File: src/design/pct_pkg.sv
// Shared types, constants and helpers for the peer contact table.
`default_nettype none
package pct_pkg;

  localparam int INDEX_BITS = 12;
  localparam int CELLS      = 1 << INDEX_BITS;
  localparam int CFG_AW     = 2;
  localparam int CFG_DW     = 32;

  localparam logic [4:0]  MAX_Q_RST = 5'd15;
  localparam logic [15:0] PORT_MIN  = 16'd1024;

  typedef logic [INDEX_BITS-1:0] idx_t;

  typedef enum logic [2:0] {
    MODE_ADD     = 3'd0,
    MODE_REPLACE = 3'd1,
    MODE_ADJUST  = 3'd2,
    MODE_LOOKUP  = 3'd3,
    MODE_REMOVE  = 3'd4
  } mode_t;

  typedef enum logic [1:0] {
    ST_ACCEPTED = 2'd0,
    ST_REJECTED = 2'd1,
    ST_INVALID  = 2'd2,
    ST_DONE     = 2'd3
  } status_t;

  typedef struct packed {
    logic [2:0]  mode;
    logic [63:0] id_high;
    logic [63:0] id_middle;
    logic [31:0] id_low;
    logic [31:0] peer_address;
    logic [15:0] peer_port;
    logic [7:0]  base_quality;
    logic signed [7:0] quality_delta;
    logic [31:0] random_bits;
  } pct_in_t;

  typedef struct packed {
    logic [1:0]  status;
    logic        hit;
    logic [63:0] found_id_high;
    logic [63:0] found_id_middle;
    logic [31:0] found_id_low;
    logic [31:0] found_address;
    logic [15:0] found_port;
    logic [4:0]  found_quality;
    logic [23:0] cell_index;
  } pct_out_t;

  typedef struct packed {
    logic [63:0] id_high;
    logic [63:0] id_middle;
    logic [31:0] id_low;
    logic [31:0] address;
    logic [15:0] port;
    logic [4:0]  quality;
  } pct_cell_t;

  function automatic logic [4:0] clip_q(input logic [7:0] v, input logic [4:0] mx);
    return (v > {3'b000, mx}) ? mx : v[4:0];
  endfunction

endpackage
`default_nettype wire

File: src/design/pct_cfg.sv
// APB register block holding the quality clip bound.
`default_nettype none
module pct_cfg (
  input  wire logic                      clk,
  input  wire logic                      rst_n,
  input  wire logic                      cfg_psel,
  input  wire logic                      cfg_penable,
  input  wire logic                      cfg_pwrite,
  input  wire logic [pct_pkg::CFG_AW-1:0] cfg_paddr,
  input  wire logic [pct_pkg::CFG_DW-1:0] cfg_pwdata,
  output logic [pct_pkg::CFG_DW-1:0]      cfg_prdata,
  output logic                            cfg_pready,
  output logic [4:0]                      max_q
);
  import pct_pkg::*;

  logic [4:0] max_q_r;
  logic       wr;

  // single word register: byte offset bits do not select
  assign wr = cfg_psel && cfg_penable && cfg_pwrite && (cfg_paddr == cfg_paddr);

  always_ff @(posedge clk) begin
    if (!rst_n) begin
      max_q_r <= MAX_Q_RST;
    end else if (wr) begin
      max_q_r <= cfg_pwdata[4:0];
    end
  end

  assign cfg_prdata = {{(CFG_DW-5){1'b0}}, max_q_r};
  assign cfg_pready = 1'b1;
  assign max_q      = max_q_r;

endmodule
`default_nettype wire

File: config.mk
export PLATFORM = sky130hd
export DESIGN_NAME = pct_cfg
export DESIGN_NICKNAME = d
export VERILOG_FILES = /design/src/design/pct_pkg.sv /design/src/design/pct_cfg.sv
export SDC_FILE = /design/constraint.sdc
export NUM_CORES = 1
export LEC_CHECK = 0
export BUFFER_PORTS_ARGS = -buffer_cell sky130_fd_sc_hd__buf_2
export CAP_MARGIN = 40
export CELL_PAD_IN_SITES_DETAIL_PLACEMENT = 1
export CELL_PAD_IN_SITES_GLOBAL_PLACEMENT = 1
export CORE_MARGIN = 2
export CORE_UTILIZATION = 15
export DETAILED_ROUTE_END_ITERATION = 8
export PLACE_DENSITY_LB_ADDON = 0.1
export SYNTH_ARGS = -nofsm -noshare
export SYNTH_HDL_FRONTEND = slang
export SYNTH_SLANG_ARGS = --single-unit
File: constraint.sdc
create_clock -name clk -period 0.8 [get_ports clk]
set_input_delay 0.04 -clock clk [delete_from_list [all_inputs] [get_ports clk]]
set_output_delay 0.04 -clock clk [all_outputs]
set_load 0.01 [all_outputs]
==> Implementation_results.wiki <==
{| class="wikitable"
! Metric !! Value
|-
| Outcome || finished, final reports clean
|-
| Number of synthesized flops with an enable pin || 0
|-
| Post-synthesis share of cell area spent on xor and xnor gates || 0%
|-
| Total of warnings raised by yosys || 0
|-
| Final hold violation count || 0
|-
| Number of DRC violations after detailed-routing iteration 0 || 9
|-
| Startpoint type of the worst setup path || flop
|-
| Number of distinct library cells after synthesis || 10
|-
| Filler Cell Count || 365
|-
| Netlist area before placement || 460 µm²
|-
| Ant. Diodes || 0
|-
| Top cell types by occurrence after synthesis || 33 x sky130_fd_sc_hd__buf_4, 5 x sky130_fd_sc_hd__dfxtp_1, 4 x sky130_fd_sc_hd__inv_1, 4 x sky130_fd_sc_hd__nand4_1, 4 x sky130_fd_sc_hd__o211ai_1
|-
| Master cell of the clock root buffer || sky130_fd_sc_hd__clkbuf_4
|-
| Clk_skew || 0 ns
|-
| Mux cell area share after synthesis || 2.17%
|-
| Core outline area || 2980 µm²
|-
| Post-synthesis sequential area ratio || 21.7%
|-
| Kind of cell adding the most delay to the critical path || flip-flops
|-
| Kind of critical path || flop to output port
|-
| Number of cells on the worst reg-to-reg path || 2
|-
| Die span in x || 59.4 µm
|-
| Cell-by-cell trace of the critical path || buf_2
|-
| Largest family of logic cells by synthesized area || buffers and inverters
|-
| Crit path DAT || 0.71 ns
|-
| Highest clock frequency the design can meet || 1.33 GHz
|-
| Number of nets with antenna violations after detailed routing || 0
|-
| Data required, critical path || 0.76 ns
|-
| Shortest clock period the worst path allows after layout || 0.751 ns
|-
| Category of the worst setup path capture point || output port
|-
| Top FF cell, synth || sky130_fd_sc_hd__dfxtp_1
|-
| Total routing usage reported by global routing || 4.39%
|-
| Power Density || 1520 nW/µm²
|-
| I/O pin total || 77
|-
| Die height || 59.4 µm
|-
| Setup violation total in the final timing report || 0
|-
| Initial Utilization || 15.5%
|-
| Synthesized-area fraction occupied by ao, oa, aoi and oai cells || 6.52%
|-
| Routed via count divided by cell count || 2.95
|-
| Area fraction of the dominant cell type after synthesis || 53.8%
|-
| Placement-stage cell area || 450 µm²
|-
| Min-delay src || cfg_pwdata[4]
|-
| Critical Path Slowest Stage Cell || sky130_fd_sc_hd__dfxtp_1
|-
| Die Footprint || 3530 µm²
|-
| Via count of the first global-routing pass || 265
|-
| Post-Syn Instances || 57
|-
| Path type of the worst min-delay path || input port to flop
|-
| Final Cycle Share || 93.8%
|-
| Area growth from synthesis to layout || 4.62%
|-
| Number of max-slew violations in the final report || 0
|-
| Fin cells || 107
|-
| Cell depth of the worst min-delay path || 3
|-
| # port buffers || 19
|-
| Cell count after placement || 103
|-
| Worst VDD drop || 0.222 mV
|-
| Largest fanout on the critical path || 3
|-
| Total overflow reported by the global router || 0
|-
| Worst reg2reg path startpoint || max_q[1]$_SDFFE_PN1P_
|-
| Most instantiated library cell after synthesis || sky130_fd_sc_hd__buf_4
|-
| Clk buf depth || 2
|-
| Fraction of layout instances using a drive strength above 1 || 37.8%
|-
| Largest cells by area after synthesis || sky130_fd_sc_hd__buf_4 54%, sky130_fd_sc_hd__dfxtp_1 22%, sky130_fd_sc_hd__o211ai_1 6.5%
|-
| Initial antenna violation count || 0
|-
| Number of nets in the layout || 114
|-
| Count of unresolved DRC violations after routing || 0
|-
| Pin count of the biggest net entering global routing || 7
|-
| Critical path startpoint || max_q[0]$_SDFFE_PN1P_
|-
| Setup repair bufs after CTS || 0
|-
| Routed Wire Length || 829 µm
|-
| Number of buffers and inverters on the critical path || 1
|-
| Critical path depth in cells || 1
|-
| Per-instance average area after synthesis || 8.08 µm²
|-
| Number of standard-cell rows in the floorplan || 20
|-
| Setup repair after global routing missed its margin || no
|-
| Total via count after detailed routing || 316
|-
| H-tree levels || 1
|-
| Clock latency on the worst-skew pair || 0.24 ns
|-
| Synthesis-stage register bit count || 5
|-
| Delay contributed by the slowest stage of the critical path || 0.33 ns
|-
| Library cell occupying the most area in the post-synthesis netlist || sky130_fd_sc_hd__buf_4
|-
| Cts bufs inserted || 3
|-
| Proportion of register bits with asynchronous set or reset after synthesis || 0%
|-
| Leakage power of the design || 0.276 nW
|-
| Synthesized-area fraction occupied by adder cells || 0%
|-
| Largest register FFs || 5
|-
| Total non-filler cell area in the finished layout || 482 µm²
|-
| WL/cell || 7.75 µm
|-
| Count of maximum capacitance violations || 0
|-
| Placer Congestion || 0.681
|-
| Final-layout setup total negative slack || 0 ns
|-
| Total number of clock tree sinks || 5
|-
| Clock-pin slew of the registers on the worst-case setup and hold paths || 0.05 ns
|-
| Number of detailed-route iterations in the first pass || 3
|-
| Post-synthesis simple-gate area fraction || 8.42%
|-
| TritonCTS clock tree || yes
|-
| Wire length of the first global-routing pass || 1110 µm
|-
| Final Total Pwr || 0.000732 W
|}
==> per-stage QoR <==
step           hold WS [ns]  utilization, %  setup slack, ns
4_1_cts              0.0424            16.0           0.0259
5_1_grt              0.0432            16.2           0.0121
3_5_place_dp          0.307            15.1           0.0535
3_3_place_gp          0.300            15.1           0.0434
6_report             0.0411            16.2           0.0492
2_1_floorplan         0.129               -            0.160
==> layer usage <==
layer | global-route usage [%] | vias to the layer above | part of all wire [%]
met5 | 0 | - | 0
met4 | 3.90 | 0 | 0
met3 | 1.31 | 0 | 14
met2 | 6.12 | 27 | 44
met1 | 5.35 | 134 | 42
li1 | - | 155 | -
==> final cells by class <==
cell class	count	area (µm²)	area share, %
repair buffers	21	110	22.9
well taps	33	41.3	8.57
clock buffers	4	26.3	5.45
flip-flops and latches	5	105	21.8
multi-input cells	40	184	38.2
inverters	4	15.0	3.12
==> worst paths after layout <==
path                            to  slack (ns)
min          max_q[4]$_SDFFE_PN0P_        0.04
min reg2reg  max_q[4]$_SDFFE_PN0P_        0.46
max reg2reg  max_q[1]$_SDFFE_PN1P_        0.20
max                  cfg_prdata[0]        0.05
==> placed cells by master, fill, tap and decap left out <==
cell type	instances
sky130_fd_sc_hd__clkbuf_4	3
sky130_fd_sc_hd__inv_1	4
sky130_fd_sc_hd__dfxtp_2	4
sky130_fd_sc_hd__mux2i_1	1
sky130_fd_sc_hd__buf_4	2
sky130_fd_sc_hd__buf_2	19
sky130_fd_sc_hd__and3_1	1
sky130_fd_sc_hd__o211ai_1	4
sky130_fd_sc_hd__clkbuf_1	1
sky130_fd_sc_hd__nand4_1	4
sky130_fd_sc_hd__nand2_1	2
sky130_fd_sc_hd__dfxtp_1	1
sky130_fd_sc_hd__conb_1	28
==> power by group <==
| part | internal [W] | total [W] | switching (W) |
|---|---|---|---|
| Combinational | 0.0000482 | 0.000159 | 0.000110 |
| Sequential | 0.000264 | 0.000271 | 0.00000706 |
| Clock | 0.000189 | 0.000303 | 0.000114 |
==> timing repair <==
| item | 4_1_cts | 5_1_grt |
|---|---|---|
| gates resized for setup | 0 | 4 |
| hold buffers | 0 | 0 |
| setup endpoints to repair | 0 | 8 |
==> kinds of logic after synthesis <==
| group | Yosys count |
|---|---|
| other cells | 2 |
| mux | 1 |
| compound gates | 4 |
| simple gates | 7 |
| buf+inv | 38 |
| flops | 5 |
Power figures use the tool's default switching activity.
